--- config.mk ---
export PLATFORM = sky130hd
export DESIGN_NAME = priority_run_queue
export DESIGN_NICKNAME = d
export VERILOG_FILES = /design/src/prq_pkg.sv /design/src/prq_cell.sv /design/src/prq_task_tbl.sv /design/src/priority_run_queue.sv
export SDC_FILE = /design/constraint.sdc
export NUM_CORES = 1
export LEC_CHECK = 0
export BUFFER_PORTS_ARGS = -buffer_cell sky130_fd_sc_hd__buf_4
export CELL_PAD_IN_SITES_DETAIL_PLACEMENT = 1
export CELL_PAD_IN_SITES_GLOBAL_PLACEMENT = 1
export CORE_MARGIN = 2
export CORE_UTILIZATION = 30
export DETAILED_ROUTE_END_ITERATION = 8
export GPL_TIMING_DRIVEN = 0
export PLACE_DENSITY = 0.54
export SYNTH_ARGS = -nofsm -noshare
export SYNTH_HDL_FRONTEND = slang
export SYNTH_SLANG_ARGS = --single-unit
--- constraint.sdc ---
create_clock -name clk_i -period 4.6 [get_ports clk_i]
set_input_delay 0.92 -clock clk_i [delete_from_list [all_inputs] [get_ports clk_i]]
set_output_delay 0.92 -clock clk_i [all_outputs]
set_load 0.05 [all_outputs]
--- src/prq_pkg.sv ---
// shared types and constants of the priority run queue
`default_nettype none
package prq_pkg;

  localparam int unsigned TASK_SLOTS    = 16;
  localparam int unsigned TASK_ID_W     = 4;
  localparam int unsigned PRIO_W        = 8;
  localparam int unsigned SLICE_W       = 8;
  localparam int unsigned CFG_IDX_W     = 2;
  localparam int unsigned CFG_DATA_W    = 8;
  localparam int unsigned IN_DATA_W     = 16;
  localparam int unsigned OUT_DATA_W    = 16;
  localparam logic [SLICE_W-1:0] DEFAULT_SLICE = 8'd3;

  localparam logic [CFG_IDX_W-1:0] REG_SLICE_TICKS    = 2'd0;
  localparam logic [CFG_IDX_W-1:0] REG_PREEMPT_ENABLE = 2'd1;

  typedef enum logic [1:0] {
    KIND_ENQUEUE = 2'd0,
    KIND_PICK    = 2'd1,
    KIND_TICK    = 2'd2,
    KIND_STEAL   = 2'd3
  } kind_e;

  typedef enum logic [1:0] {
    OP_HOLD     = 2'd0,
    OP_INSERT   = 2'd1,
    OP_POP_HEAD = 2'd2,
    OP_POP_TAIL = 2'd3
  } cell_op_e;

  typedef struct packed {
    logic                 occ;
    logic [TASK_ID_W-1:0] id;
    logic [PRIO_W-1:0]    prio;
  } entry_t;

  // broadcast to every cell of the chain
  typedef struct packed {
    cell_op_e             op;
    logic [TASK_ID_W-1:0] id;
    logic [PRIO_W-1:0]    prio;
    logic                 front;
  } cell_cmd_t;

  // write requests into the per-task table
  typedef struct packed {
    logic                 queued_we;
    logic [TASK_ID_W-1:0] queued_idx;
    logic                 queued_val;
    logic                 front_clr;
    logic [TASK_ID_W-1:0] front_clr_idx;
    logic                 front_set;
    logic [TASK_ID_W-1:0] front_set_idx;
    logic                 slice_we;
    logic [TASK_ID_W-1:0] slice_idx;
    logic [SLICE_W-1:0]   slice_val;
  } tbl_upd_t;

endpackage
`default_nettype wire

--- src/prq_cell.sv ---
// one slot of the sorted run queue chain
`default_nettype none
module prq_cell (
  input  wire logic               clk_i,
  input  wire logic               rst_ni,
  input  wire prq_pkg::cell_cmd_t cmd_i,
  input  wire prq_pkg::entry_t    left_i,
  input  wire logic               left_after_i,
  input  wire prq_pkg::entry_t    right_i,
  output prq_pkg::entry_t         ent_o,
  output logic                    after_o
);

  logic                          occ_q, occ_d;
  logic [prq_pkg::TASK_ID_W-1:0] id_q, id_d;
  logic [prq_pkg::PRIO_W-1:0]    prio_q, prio_d;
  logic                          after;

  always_comb begin
    after  = occ_q && (cmd_i.front ? (prio_q < cmd_i.prio) : (prio_q <= cmd_i.prio));
    occ_d  = occ_q;
    id_d   = id_q;
    prio_d = prio_q;
    unique case (cmd_i.op)
      prq_pkg::OP_INSERT: begin
        occ_d = occ_q | left_i.occ;
        if (!after) begin
          if (left_after_i) begin
            id_d   = cmd_i.id;
            prio_d = cmd_i.prio;
          end else begin
            id_d   = left_i.id;
            prio_d = left_i.prio;
          end
        end
      end
      prq_pkg::OP_POP_HEAD: begin
        occ_d  = right_i.occ;
        id_d   = right_i.id;
        prio_d = right_i.prio;
      end
      prq_pkg::OP_POP_TAIL: begin
        occ_d = occ_q & right_i.occ;
      end
      default: ;
    endcase
  end

  always_ff @(posedge clk_i or negedge rst_ni) begin
    if (!rst_ni) begin
      occ_q <= 1'b0;
    end else begin
      occ_q <= occ_d;
    end
  end

  always_ff @(posedge clk_i) begin
    id_q   <= id_d;
    prio_q <= prio_d;
  end

  assign ent_o   = '{occ: occ_q, id: id_q, prio: prio_q};
  assign after_o = after;

endmodule
`default_nettype wire

--- src/prq_task_tbl.sv ---
// per-task queued marks, front marks and slice counters
`default_nettype none
module prq_task_tbl (
  input  wire logic                          clk_i,
  input  wire logic                          rst_ni,
  input  wire prq_pkg::tbl_upd_t             upd_i,
  input  wire logic [prq_pkg::TASK_ID_W-1:0] id_i,
  input  wire logic [prq_pkg::TASK_ID_W-1:0] run_id_i,
  output logic                               queued_o,
  output logic                               front_o,
  output logic [prq_pkg::SLICE_W-1:0]        slice_o
);

  logic [prq_pkg::TASK_SLOTS-1:0] queued_q, queued_d;
  logic [prq_pkg::TASK_SLOTS-1:0] front_q, front_d;
  logic [prq_pkg::SLICE_W-1:0]    slice_q [prq_pkg::TASK_SLOTS];
  logic [prq_pkg::SLICE_W-1:0]    slice_d [prq_pkg::TASK_SLOTS];

  always_comb begin
    queued_d = queued_q;
    front_d  = front_q;
    slice_d  = slice_q;
    if (upd_i.queued_we) queued_d[upd_i.queued_idx] = upd_i.queued_val;
    if (upd_i.front_clr) front_d[upd_i.front_clr_idx] = 1'b0;
    // running task mark wins over clearing the enqueued one
    if (upd_i.front_set) front_d[upd_i.front_set_idx] = 1'b1;
    if (upd_i.slice_we) slice_d[upd_i.slice_idx] = upd_i.slice_val;
  end

  always_ff @(posedge clk_i or negedge rst_ni) begin
    if (!rst_ni) begin
      queued_q <= '0;
      front_q  <= '0;
      for (int i = 0; i < prq_pkg::TASK_SLOTS; i++) slice_q[i] <= '0;
    end else begin
      queued_q <= queued_d;
      front_q  <= front_d;
      slice_q  <= slice_d;
    end
  end

  assign queued_o = queued_q[id_i];
  assign front_o  = front_q[id_i];
  assign slice_o  = slice_q[run_id_i];

endmodule
`default_nettype wire

--- src/priority_run_queue.sv ---
// top level of the priority run queue with time slice
// flow: an accepted word is held in the input stage and executed once the result
//   register is free or being drained; its result word is registered at execution
//   and valid from then on, and a stalled result word holds execution back
// the single input stage holds one word and takes no new word until that word has
//   been executed; the cell chain inserts or shifts as the word is executed
// reset: asynchronous active low, empties the queue, clears task marks and slices,
//   idle task running, slice_ticks 3 and preemption enabled
`default_nettype none
module priority_run_queue #(
  parameter int unsigned MAX_TASKS = 16
) (
  input  wire logic                           clk_i,
  input  wire logic                           rst_ni,
  // command words
  input  wire logic                           s_axis_tvalid,
  output logic                                s_axis_tready,
  // task_id[3:0], task_prio[11:4], task_is_idle[12], was_preempted[13]
  input  wire logic [prq_pkg::IN_DATA_W-1:0]  s_axis_tdata,
  // kind[1:0]
  input  wire logic [1:0]                     s_axis_tuser,
  // result words
  output logic                                m_axis_tvalid,
  input  wire logic                           m_axis_tready,
  // out_valid[0], out_task_id[4:1], out_task_prio[12:5], resched_request[13]
  output logic [prq_pkg::OUT_DATA_W-1:0]      m_axis_tdata,
  // register writes
  input  wire logic                           cfg_valid_i,
  output logic                                cfg_ready_o,
  input  wire logic [prq_pkg::CFG_IDX_W-1:0]  cfg_index_i,
  input  wire logic [prq_pkg::CFG_DATA_W-1:0] cfg_data_i
);

  localparam int unsigned IDW = prq_pkg::TASK_ID_W;
  localparam int unsigned PW  = prq_pkg::PRIO_W;
  localparam int unsigned SW  = prq_pkg::SLICE_W;

  // configuration registers
  logic [SW-1:0] slice_ticks_q;
  logic          preempt_en_q;

  assign cfg_ready_o = 1'b1;

  always_ff @(posedge clk_i or negedge rst_ni) begin
    if (!rst_ni) begin
      slice_ticks_q <= prq_pkg::DEFAULT_SLICE;
      preempt_en_q  <= 1'b1;
    end else if (cfg_valid_i) begin
      case (cfg_index_i)
        prq_pkg::REG_SLICE_TICKS:    slice_ticks_q <= cfg_data_i;
        prq_pkg::REG_PREEMPT_ENABLE: preempt_en_q  <= cfg_data_i[0];
        default: ;  // index beyond the register list is dropped
      endcase
    end
  end

  // input stage, holds one command word
  logic                 busy_q;
  prq_pkg::kind_e       kind_q;
  logic [IDW-1:0]       id_q;
  logic [PW-1:0]        prio_q;
  logic                 idle_q;
  logic                 preempted_q;

  // output register
  logic                 out_vld_q;
  logic [prq_pkg::OUT_DATA_W-1:0] out_data_q, out_data_d;

  // running slot
  logic [IDW-1:0]       run_id_q, run_id_d;
  logic [PW-1:0]        run_prio_q, run_prio_d;
  logic                 run_busy_q, run_busy_d;

  logic fire;
  logic in_acc;

  assign s_axis_tready = !busy_q;
  assign in_acc        = s_axis_tvalid && !busy_q;
  // execute once the result register is free or being drained
  assign fire          = busy_q && (!out_vld_q || m_axis_tready);

  always_ff @(posedge clk_i or negedge rst_ni) begin
    if (!rst_ni) begin
      busy_q    <= 1'b0;
      out_vld_q <= 1'b0;
    end else begin
      if (in_acc) begin
        busy_q <= 1'b1;
      end else if (fire) begin
        busy_q <= 1'b0;
      end
      if (fire) begin
        out_vld_q <= 1'b1;
      end else if (m_axis_tready) begin
        out_vld_q <= 1'b0;
      end
    end
  end

  always_ff @(posedge clk_i) begin
    if (in_acc) begin
      kind_q      <= prq_pkg::kind_e'(s_axis_tuser);
      id_q        <= s_axis_tdata[3:0];
      prio_q      <= s_axis_tdata[11:4];
      idle_q      <= s_axis_tdata[12];
      preempted_q <= s_axis_tdata[13];
    end
    if (fire) begin
      out_data_q <= out_data_d;
    end
  end

  always_ff @(posedge clk_i or negedge rst_ni) begin
    if (!rst_ni) begin
      run_id_q   <= '0;
      run_prio_q <= '0;
      run_busy_q <= 1'b0;
    end else begin
      run_id_q   <= run_id_d;
      run_prio_q <= run_prio_d;
      run_busy_q <= run_busy_d;
    end
  end

  // sorted chain of cells, head in cell zero
  prq_pkg::entry_t    ent     [MAX_TASKS];
  logic               after   [MAX_TASKS];
  prq_pkg::cell_cmd_t cell_cmd;

  for (genvar g = 0; g < MAX_TASKS; g++) begin : g_cell
    prq_pkg::entry_t left_ent;
    prq_pkg::entry_t right_ent;
    logic            left_after;

    if (g == 0) begin : g_head
      // a new task lands here when nothing sorts ahead of it
      assign left_ent   = '{occ: 1'b1, id: '0, prio: '0};
      assign left_after = 1'b1;
    end else begin : g_inner
      assign left_ent   = ent[g-1];
      assign left_after = after[g-1];
    end

    if (g == MAX_TASKS - 1) begin : g_tail
      assign right_ent = '{occ: 1'b0, id: '0, prio: '0};
    end else begin : g_body
      assign right_ent = ent[g+1];
    end

    prq_cell u_cell (
      .clk_i        (clk_i),
      .rst_ni       (rst_ni),
      .cmd_i        (cell_cmd),
      .left_i       (left_ent),
      .left_after_i (left_after),
      .right_i      (right_ent),
      .ent_o        (ent[g]),
      .after_o      (after[g])
    );
  end

  // tail is the last occupied cell, picked by a one-hot and-or
  logic [IDW-1:0] tail_id;
  logic [PW-1:0]  tail_prio;

  always_comb begin
    tail_id   = '0;
    tail_prio = '0;
    for (int i = 0; i < MAX_TASKS; i++) begin
      if (ent[i].occ && ((i == MAX_TASKS - 1) || !ent[(i + 1) % MAX_TASKS].occ)) begin
        tail_id   = tail_id | ent[i].id;
        tail_prio = tail_prio | ent[i].prio;
      end
    end
  end

  // per-task table
  prq_pkg::tbl_upd_t tbl_upd;
  logic              tbl_queued;
  logic              tbl_front;
  logic [SW-1:0]     tbl_slice;

  prq_task_tbl u_tbl (
    .clk_i    (clk_i),
    .rst_ni   (rst_ni),
    .upd_i    (tbl_upd),
    .id_i     (id_q),
    .run_id_i (run_id_q),
    .queued_o (tbl_queued),
    .front_o  (tbl_front),
    .slice_o  (tbl_slice)
  );

  // command execution
  logic          q_empty;
  logic          q_full;
  logic          enq_ok;
  logic          enq_preempt;
  logic          res_valid;
  logic [IDW-1:0] res_id;
  logic [PW-1:0]  res_prio;
  logic          res_resched;

  assign q_empty = !ent[0].occ;
  assign q_full  = ent[MAX_TASKS-1].occ;
  assign enq_ok  = !idle_q && !tbl_queued && !q_full;
  // preempt only a busy task with a larger priority value
  assign enq_preempt = enq_ok && !preempted_q && preempt_en_q && run_busy_q
                       && (prio_q < run_prio_q);

  always_comb begin
    cell_cmd    = '{op: prq_pkg::OP_HOLD, id: id_q, prio: prio_q, front: tbl_front};
    tbl_upd     = '0;
    run_id_d    = run_id_q;
    run_prio_d  = run_prio_q;
    run_busy_d  = run_busy_q;
    res_valid   = 1'b0;
    res_id      = '0;
    res_prio    = '0;
    res_resched = 1'b0;
    if (fire) begin
      unique case (kind_q)
        prq_pkg::KIND_ENQUEUE: begin
          if (enq_ok) begin
            cell_cmd.op           = prq_pkg::OP_INSERT;
            tbl_upd.queued_we     = 1'b1;
            tbl_upd.queued_idx    = id_q;
            tbl_upd.queued_val    = 1'b1;
            tbl_upd.front_clr     = 1'b1;
            tbl_upd.front_clr_idx = id_q;
            tbl_upd.slice_we      = 1'b1;
            tbl_upd.slice_idx     = id_q;
            tbl_upd.slice_val     = slice_ticks_q;
            tbl_upd.front_set     = enq_preempt;
            tbl_upd.front_set_idx = run_id_q;
            res_valid             = 1'b1;
            res_resched           = enq_preempt;
          end
        end
        prq_pkg::KIND_PICK: begin
          if (!q_empty) begin
            cell_cmd.op        = prq_pkg::OP_POP_HEAD;
            tbl_upd.queued_we  = 1'b1;
            tbl_upd.queued_idx = ent[0].id;
            tbl_upd.queued_val = 1'b0;
            run_id_d           = ent[0].id;
            run_prio_d         = ent[0].prio;
            run_busy_d         = 1'b1;
            res_valid          = 1'b1;
            res_id             = ent[0].id;
            res_prio           = ent[0].prio;
          end else begin
            run_busy_d = 1'b0;  // idle task takes the cpu
          end
        end
        prq_pkg::KIND_TICK: begin
          if (run_busy_q) begin
            // saturating decrement, expiry at or below one tick
            tbl_upd.slice_we  = 1'b1;
            tbl_upd.slice_idx = run_id_q;
            tbl_upd.slice_val = (tbl_slice == '0) ? '0 : tbl_slice - SW'(1);
            res_resched       = (tbl_slice <= SW'(1));
          end
        end
        prq_pkg::KIND_STEAL: begin
          if (!q_empty) begin
            cell_cmd.op        = prq_pkg::OP_POP_TAIL;
            tbl_upd.queued_we  = 1'b1;
            tbl_upd.queued_idx = tail_id;
            tbl_upd.queued_val = 1'b0;
            res_valid          = 1'b1;
            res_id             = tail_id;
            res_prio           = tail_prio;
          end
        end
        default: ;
      endcase
    end
    out_data_d = {2'b00, res_resched, res_prio, res_id, res_valid};
  end

  assign m_axis_tvalid = out_vld_q;
  assign m_axis_tdata  = out_data_q;

endmodule
`default_nettype wire
==> flow_summary.toml, run 1 <==
[power_and_ir_drop]
p_leak_nw = 11.4
p_per_area_nw_per_um2 = 545
peakVddDrop_v = 0.000274

[sta]
slew_headroom_pct = 15.8
setup_viol = 0
hold_violations = 0
hold_ws_ns = 0.256
fmax_mhz = 223
slew_viol_final = 0
fin_crit_ns = 4.48
worst_pin_slew_ns = 1.26
finClkSkew_ns = 0.0562
rsz0062_at_grt = "no"
finalCritPeriodShare_pct = 97.4

[critical_path]
crit_required_ns = 4.91
cpMostUsedCell = "clkbuf_1"
reg2reg_slack_ns = 0.12
cp-start-kind = "flip-flop"
crit_path_end_kind = "flip-flop"
crit_fanout = 10
critPathTopFamily = "buffers and inverters"
worst-path-buf-inv = 4
path_class = "flip-flop to flip-flop"
max_stage_delay_ns = 0.79
cp_slowest_cell = "o21ai_1"
crit_chain = "buf_1 > mux4_2 > mux2_2 > o22ai_4 > nand2_1 > clkbuf_1 > clkbuf_1 > o21ai_1 > buf_6"
critPathArrivalTime_ns = 4.79

[global_routing]
antenna_found_initial = 2
grt_overflow = 0
grt_usage_pct = 24.6
grt_pass1_vias = 20800
grt_start_max_net_pins = 125
grt_pass1_wl_mm = 152

[clock_network]
cts_max_level = 2
cts_tree = "built"
clock_sink_count = 422
clk_latency_ns = 0.65
hold_buffers = 0
numCtsBuffers = 52
clockRootBuffer = "clkbuf_16"
clockBufferDepth = 3
clkSlewWorstSetupHoldPaths_ns = 0.06

[placed_design]
dp_cells = 3352
numPortBuffers = 46
dp_hpwl_mm = 75.4
gp_congestion = 0.959

[logic_synthesis]
synth-main-ff-cell = "edfxtp_1"
synthTopCellsByCount = "nand2_1, o21ai_0, edfxtp_1"
synth_area_leader_cell = "edfxtp_1"
synth_area_leaders = "edfxtp_1, dfrtp_1, mux2i_1"
ys_seq_area_share_pct = 47.4
yosysWarnings = 0
netlist_area_um2 = 24600
synth_cells = 2219
async_flop_share_pct = 47.4
synth_top_area_share_pct = 27.1
synth_edf_count = 222
yosysMostFrequentCell = "nand2_1"
postSynthAreaPerCell_um2 = 11.1
ys_ff_latch = 422
ys_types = 78

[detailed_routing]
firstDrtPassIters = 5
viasPerCell = 5.66
wire_per_inst_um = 30.2
ant_nets = 0
num_vias = 19600
drc = 0
drt-initial-drc-count = 1759
drt_wl_total_mm = 105

[min_path]
hold_path.class = "input pin to async pin"

[die]
num_rows = 105
coreArea_um2 = 81600
die_w_um = 290
die-area_um2 = 84300
initial_core_util_pct = 30.2
die_h_um = 290
ioPinCount = 52

[run]
cap_violations = 0

[layout]
fillers = 8962
area_growth_syn_to_layout_pct = 15.8
fin_util_pct = 34.9
nets = 2524
drive_gt1_share_pct = 18.8
final_cells = 3473

[run_status]
status = "completed"
[final timing paths]
kind | from | endpoint | cells after the start
setup / recovery | id_q[1] | g_cell[2].u_cell.prio_q[5] | 9
hold / removal | rst_ni | u_tbl.queued_q[6] | 1
setup reg to reg | id_q[1] | g_cell[2].u_cell.prio_q[5] | 9
hold reg to reg | u_tbl.slice_q[34] | u_tbl.slice_q[34] | 1
max in group asynchronous | rst_ni | u_tbl.slice_q[50] | 2
min in group clk_i | s_axis_tdata[13] | preempted_q | 1
[what timing repair did]
item / 4_1_cts / 5_1_grt
setup endpoints to repair: 372 / 107
buffers inserted: 26 / 0
resized for setup: 10 / 9
pin swaps: 0 / 0
[flip-flops by register name, summed over array words and instances (netlist names), 14 cells and up]
register / count
g_cell.u_cell.prio_q: 128
u_tbl.slice_q: 128
g_cell.u_cell.id_q: 64
g_cell.u_cell.occ_q: 16
u_tbl.front_q: 16
u_tbl.queued_q: 16
m_axis_tdata: 14
[final cells by class]
type	instances	area, µm²	area share, %
plain buffers	170	778	2.73
repair buffers	88	759	2.67
inverters	50	215	0.755
clock inverters	22	265	0.931
diodes	1	2.50	0.00878
flip-flops and latches	422	11700	41.0
well taps	1070	1340	4.70
multi-input cells	1578	12000	42.1
clock buffers	72	1470	5.15
[power breakdown]
group | internal [W] | switching, W | total [W]
clock | 0.00242 | 0.00180 | 0.00421
combinational | 0.00209 | 0.00374 | 0.00583
sequential | 0.00476 | 0.000723 | 0.00548
total | 0.00926 | 0.00626 | 0.0155
[metal layers]
metal / up-vias / share of wire [%] / track usage (%)
met5: - / 0 / 0
met3: 198 / 4.5 / 2.40
met2: 638 / 47 / 40.8
met4: 0 / 4.4 / 9.67
met1: 10200 / 44 / 33.1
li1: 8572 / - / -
[placed cells by master, fill, tap and decap left out, drive strengths merged, types with 40 or more instances in the layout]
| cell | instances |
|---|---|
| mux2i | 183 |
| mux4 | 40 |
| ha | 129 |
| clkbuf | 182 |
| buf | 148 |
| edfxtp | 222 |
| o21ai | 277 |
| nor2b | 41 |
| nand2 | 292 |
| inv | 43 |
| dfrtp | 197 |
| nor2 | 69 |
| a22oi | 69 |
| mux2 | 144 |
[cell families after synthesis]
logic type / Yosys count / share of synthesized area (%)
xor+xnor: 1 / 0.0356
flops: 422 / 47.4
buf+inv: 220 / 3.89
mux: 367 / 17.7
simple gates: 545 / 10.4
fa+ha+maj: 129 / 6.56
other cells: 2 / 0.0305
compound gates: 533 / 13.9
[stage by stage]
stage          worst slack (ns)  total power [W]  TNS [ns]  area, µm²
2_1_floorplan             0.884          0.00889         0      24600
3_3_place_gp              -1.63           0.0110   -355.03      26300
3_5_place_dp             -0.947           0.0112   -247.99      26500
4_1_cts                 0.00555           0.0155         0      28500
5_1_grt                 0.00226           0.0162         0      28500
6_report                  0.118           0.0155         0      28500
[worst register-to-register path: cells and delay by family, from the launching register on]
kind	cells	cell delay, ns
AO/OA/AOI/OAI	2	1.09
flip-flops	1	0.39
AND/OR/NAND/NOR	1	0.16
multiplexers	2	0.78
buffers and inverters	4	1.76
Note: power is estimated with default switching activity, not from simulation.
==> run 2, diff against run 1 <==
Settings changed: CTS_CLUSTER_SIZE set to 28, SYNTH_HIERARCHICAL set to 1.
==> flow_summary.toml, run 2 <==
[sta]
fin_ws_ns = 0.259
slew_viol_final = 0
finalCritPeriodShare_pct = 94.4
fmax_mhz = 230
slew_headroom_pct = 11.6
worst_pin_slew_ns = 1.32
finClkSkew_ns = 0.0363
fin_tns_setup_ns = 0
hold_violations = 0
rsz0062_at_grt = "yes"
fin_crit_ns = 4.34
setup_viol = 0

[logic_synthesis]
async_flop_share_pct = 47.4
postSynthAreaPerCell_um2 = 10.8
synth_cells = 2374
synth_area_leaders = "edfxtp_1, dfrtp_1, mux2i_1"
ys_seq_area_share_pct = 45.6
ys_types = 66
synth_top_area_share_pct = 26.0
netlist_area_um2 = 25600
synthTopCellsByCount = "nand2_1, o21ai_0, edfxtp_1"
synth_edf_count = 222
yosysMostFrequentCell = "nand2_1"
synth_area_leader_cell = "edfxtp_1"
yosysWarnings = 6
synth-main-ff-cell = "edfxtp_1"
ys_ff_latch = 422

[placed_design]
pre_cts_ws_ns = -0.703
numPortBuffers = 46
dp_hpwl_mm = 70.5
gp_congestion = 0.900

[global_routing]
antenna_found_initial = 4
grt_usage_pct = 22.4
grt_overflow = 0
grt_start_max_net_pins = 111
grt_pass1_wl_mm = 145
grt_pass1_vias = 21100

[power_and_ir_drop]
p_per_area_nw_per_um2 = 567
p_leak_nw = 12.6
peakVddDrop_v = 0.000316

[clock_network]
clockRootBuffer = "clkbuf_16"
hold_buffers = 0
numCtsBuffers = 52
clockBufferDepth = 3
cts_max_level = 2
clock_sink_count = 422
cts_tree = "built"
clkSlewWorstSetupHoldPaths_ns = 0.06
clk_latency_ns = 0.62

[die]
num_rows = 107
initial_core_util_pct = 30.2
coreArea_um2 = 84900
die-area_um2 = 87700
ioPinCount = 52
die_w_um = 296
die_h_um = 296

[run]
cap_violations = 0

[detailed_routing]
dr.max_layer_used = "met5"
drt_wl_total_mm = 98.8
wl_met3_mm = 4.11
wire_per_inst_um = 26.5
drc = 0
ant_nets = 0
viasPerCell = 5.44
firstDrtPassIters = 8
drt-initial-drc-count = 1437
wirelength_met1_mm = 43.6
num_vias = 20200
route.met2.wl_mm = 47.8

[critical_path]
reg2reg_slack_ns = 0.26
crit_chain = "clkbuf_1 > mux4_2 > a22oi_1 > nand3_1 > nor2_1 > and2_1 > buf_2 > buf_2 > a22oi_1 > nor2_1 > nand3_1 > nor2_2 > mux2_2"
crit_fanout = 10
path_class = "flip-flop to flip-flop"
cp-startpoint = "id_q[1]"
critPathArrivalTime_ns = 4.83
crit_path_end_kind = "flip-flop"
reg2regPathDepth = 13
max_stage_delay_ns = 0.61
endpoint = "u_tbl/slice_q[2]"
worstReg2RegStart = "id_q[1]"
cp-start-kind = "flip-flop"
cp_slowest_cell = "nor2_2"
r2r-end = "u_tbl/slice_q[2]"
crit_required_ns = 5.09

[layout]
nets = 2703
area_growth_syn_to_layout_pct = 17.2
diodes = 0
top_regs = "g_cell.u_cell/prio_q (128), u_tbl/slice_q (128), g_cell.u_cell/id_q (64)"
multi_input_area_um2 = 12800
drive_gt1_share_pct = 18.0
layout_commonest_cell = "nand2_1"
fillers = 9478
layout_common_cells = "nand2_1, o21ai_0, edfxtp_1, dfrtp_1, mux2i_1"
seq_area_um2 = 11700

[run_status]
status = "completed"

[min_path]
hold_path.class = "input pin to async pin"
run 2: worst min path at each step:
stage	startpoint	endpoint	slack (ns)	cells after the start
final	rst_ni	u_tbl/queued_q[5]	0.35	1
after global placement	u_tbl/slice_q[89]	u_tbl/slice_q[89]	0.47	1
after global routing	rst_ni	u_tbl/queued_q[7]	0.40	1
after floorplan	u_tbl/slice_q[24]	u_tbl/slice_q[24]	0.46	1
after detailed placement	u_tbl/slice_q[94]	u_tbl/slice_q[94]	0.48	1
after CTS	rst_ni	u_tbl/queued_q[8]	0.36	1
run 2: worst max-delay path: cells and delay by family, from the launching register on:
family | cells | cell delay (ns)
flops | 1 | 0.42
compound gates | 2 | 0.33
simple gates | 6 | 1.62
mux | 2 | 0.82
buf+inv | 3 | 1.01
run 2: cells by family after synthesis:
group	after synthesis	share of synthesized area [%]
compound gates	551	13.4
xor+xnor	6	0.205
fa+ha+maj	137	6.69
buf+inv	316	5.22
flops	422	45.6
mux	397	18.3
other cells	2	0.0293
simple gates	543	10.6
run 2: through the flow:
stage                     hold WS (ns)  std cells  area [µm²]  power (W)  util [%]
after floorplan                  0.459       2404       25700    0.00981         -
after global placement           0.469       3594       27500     0.0122      32.4
after detailed placement         0.480       3615       28100     0.0126      33.1
after CTS                        0.361       3718       30000     0.0171      35.3
after global routing             0.399       3720       30000     0.0179      35.4
final                            0.350       3720       30000     0.0170      35.4
run 2: power by group:
group	internal [W]	leakage [nW]	total [W]	switching [W]
registers	0.00521	4.74	0.00646	0.00125
clock network	0.00263	0.903	0.00439	0.00176
logic	0.00229	6.99	0.00617	0.00389
total	0.0101	12.6	0.0170	0.00689
run 2: what timing repair did:
action	4_1_cts	5_1_grt
pin swaps	1	1
resized for setup	1	6
endpoints found under the setup margin	532	137
gates cloned	1	0
setup buffers	5	2
run 2: layout make-up:
class                      instances  area share (%)
multi-input combinational       1667            42.5
sequential                       422            38.9
clock buffer                      78            5.35
tap                             1144            4.77
timing repair buffer              74            3.30
buffer                           138            2.24
inverter                         178            2.23
clock inverter                    19           0.705
run 2: routing by layer:
metal / vias to the layer above / global-route usage [%]
met1: 10500 / 29.8
met3: 175 / 2.44
li1: 9012 / -
met5: - / 0
met2: 512 / 38.3
met4: 2 / 6.89
==> run 3, diff against run 2 <==
Settings changed: PLACE_DENSITY 0.54 to 0.56.
Clock period 4.6 ns to 3.6 ns, I/O delays scaled along.
==> flow_summary.toml, run 3 (same netlist as run 2, synthesis figures left out) <==
[sta]
hold_violations = 0
rsz0062_at_grt = "yes"
slew_headroom_pct = 40.0
setup_viol = 0
fin_crit_ns = 3.53
worst_pin_slew_ns = 0.900
finalCritPeriodShare_pct = 98.0
finClkSkew_ns = 0.0315
fmax_mhz = 283
hold_ws_ns = 0.113
slew_viol_final = 0

[die]
initial_core_util_pct = 30.2
coreArea_um2 = 84900
die_w_um = 296
die-area_um2 = 87700
ioPinCount = 52
die_h_um = 296
num_rows = 107

[layout]
fin_util_pct = 37.0
diodes = 0
final_area_um2 = 31400
drive_gt1_share_pct = 23.2
area_growth_syn_to_layout_pct = 22.7
final_cells = 3785
layout_commonest_cell = "nand2_1"
nets = 2769
top_regs = "g_cell.u_cell/prio_q (128), u_tbl/slice_q (128), g_cell.u_cell/id_q (64)"
layout_common_cells = "nand2_1, o21ai_0, edfxtp_1, dfrtp_1, mux2i_1"

[power_and_ir_drop]
p_per_area_nw_per_um2 = 713
peakVddDrop_v = 0.000345
p_leak_nw = 13.2

[detailed_routing]
firstDrtPassIters = 6
drt_wl_total_mm = 100
num_vias = 20600
viasPerCell = 5.45
wire_per_inst_um = 26.5
ant_nets = 0
drt-initial-drc-count = 1767
drc = 0

[placed_design]
gp_congestion = 0.897
numPortBuffers = 46
dp_cells = 3614
dp_hpwl_mm = 70.0
placed_cell_area_um2 = 28100

[critical_path]
cp-start-kind = "flip-flop"
cpMostUsedCell = "buf_4"
path_class = "flip-flop to flip-flop"
critPathTopFamily = "buffers and inverters"
worst-path-buf-inv = 4
max_stage_delay_ns = 0.50
critPathArrivalTime_ns = 3.88
crit_chain = "buf_8 > buf_4 > mux4_2 > a22oi_2 > nand3_4 > buf_12 > nand3b_1 > or4_1 > o31ai_2 > buf_4 > mux2i_1 > o21ai_0"
cp_slowest_cell = "mux4_2"
crit_required_ns = 3.95
crit_fanout = 16
crit_path_end_kind = "flip-flop"

[clock_network]
clockBufferDepth = 3
clkSlewWorstSetupHoldPaths_ns = 0.06
clock_sink_count = 422
cts_max_level = 2
clk_latency_ns = 0.62
clockRootBuffer = "clkbuf_16"
cts_tree = "built"
hold_buffers = 0
numCtsBuffers = 51

[min_path]
hold_path.class = "input pin to async pin"

[global_routing]
grt_overflow = 0
grt_usage_pct = 22.5
grt_pass1_wl_mm = 146
grt_pass1_vias = 21700
antenna_found_initial = 0
grt_start_max_net_pins = 131

[run_status]
status = "completed"

[run]
cap_violations = 0
## run 3: cell types whose count changed in the layout (fill, tap and decap cells not counted), sizes merged
cell	before	now
buf	145	224
inv	181	179
clkinv	12	14
clkbuf	145	131
## run 3: final cells by class
cell class              instances  area [µm²]
fillers                      9377       53400
multi-input cells            1667       13300
flip-flops and latches        422       11700
repair buffers                143        1650
clock buffers                  76        1570
well taps                    1144        1430
plain buffers                 136         881
inverters                     178         668
clock inverters                19         209
## run 3: worst paths after layout
| path | slack [ns] | startpoint | depth (start not counted) | end |
|---|---|---|---|---|
| hold / removal | 0.11 | rst_ni | 1 | g_cell[12].u_cell/occ_q |
| min in group clk_i | 0.29 | s_axis_tdata[3] | 1 | id_q[3] |
| max in group asynchronous | 2.32 | rst_ni | 2 | u_tbl/slice_q[72] |
| hold reg to reg | 0.49 | u_tbl/slice_q[57] | 1 | u_tbl/slice_q[57] |
| setup / recovery | 0.07 | id_q[0] | 12 | g_cell[6].u_cell/id_q[2] |
| setup reg to reg | 0.07 | id_q[0] | 12 | g_cell[6].u_cell/id_q[2] |
## run 3: routing by layer
layer	track usage, %	share of wire, %	vias to the layer above
met5	0	0	-
met4	6.63	2.9	0
met3	2.42	4.7	168
met2	38.6	49	597
met1	29.8	43	10700
li1	-	-	9122
## run 3: power breakdown
part,leakage [nW],total [W],switching [W],internal [W]
Sequential,4.74,0.00826,0.00162,0.00665
Clock,0.877,0.00551,0.00221,0.00329
Combinational,7.55,0.00865,0.00525,0.00341
## run 3: repair_timing
item | 4_1_cts | 5_1_grt
pin swaps | 16 | 18
gates cloned | 16 | 1
setup buffers | 30 | 31
setup endpoints to repair | 561 | 484
gates resized for setup | 160 | 105
## run 3: through the flow
step	power (W)	setup WS [ns]	setup TNS, ns
after floorplan	0.0125	0.0130	0
after global placement	0.0155	-2.18	-1003.60
after detailed placement	0.0160	-1.69	-800.57
after CTS	0.0220	0.00171	0
after global routing	0.0234	-0.0271	-0.387
final	0.0224	0.0719	0
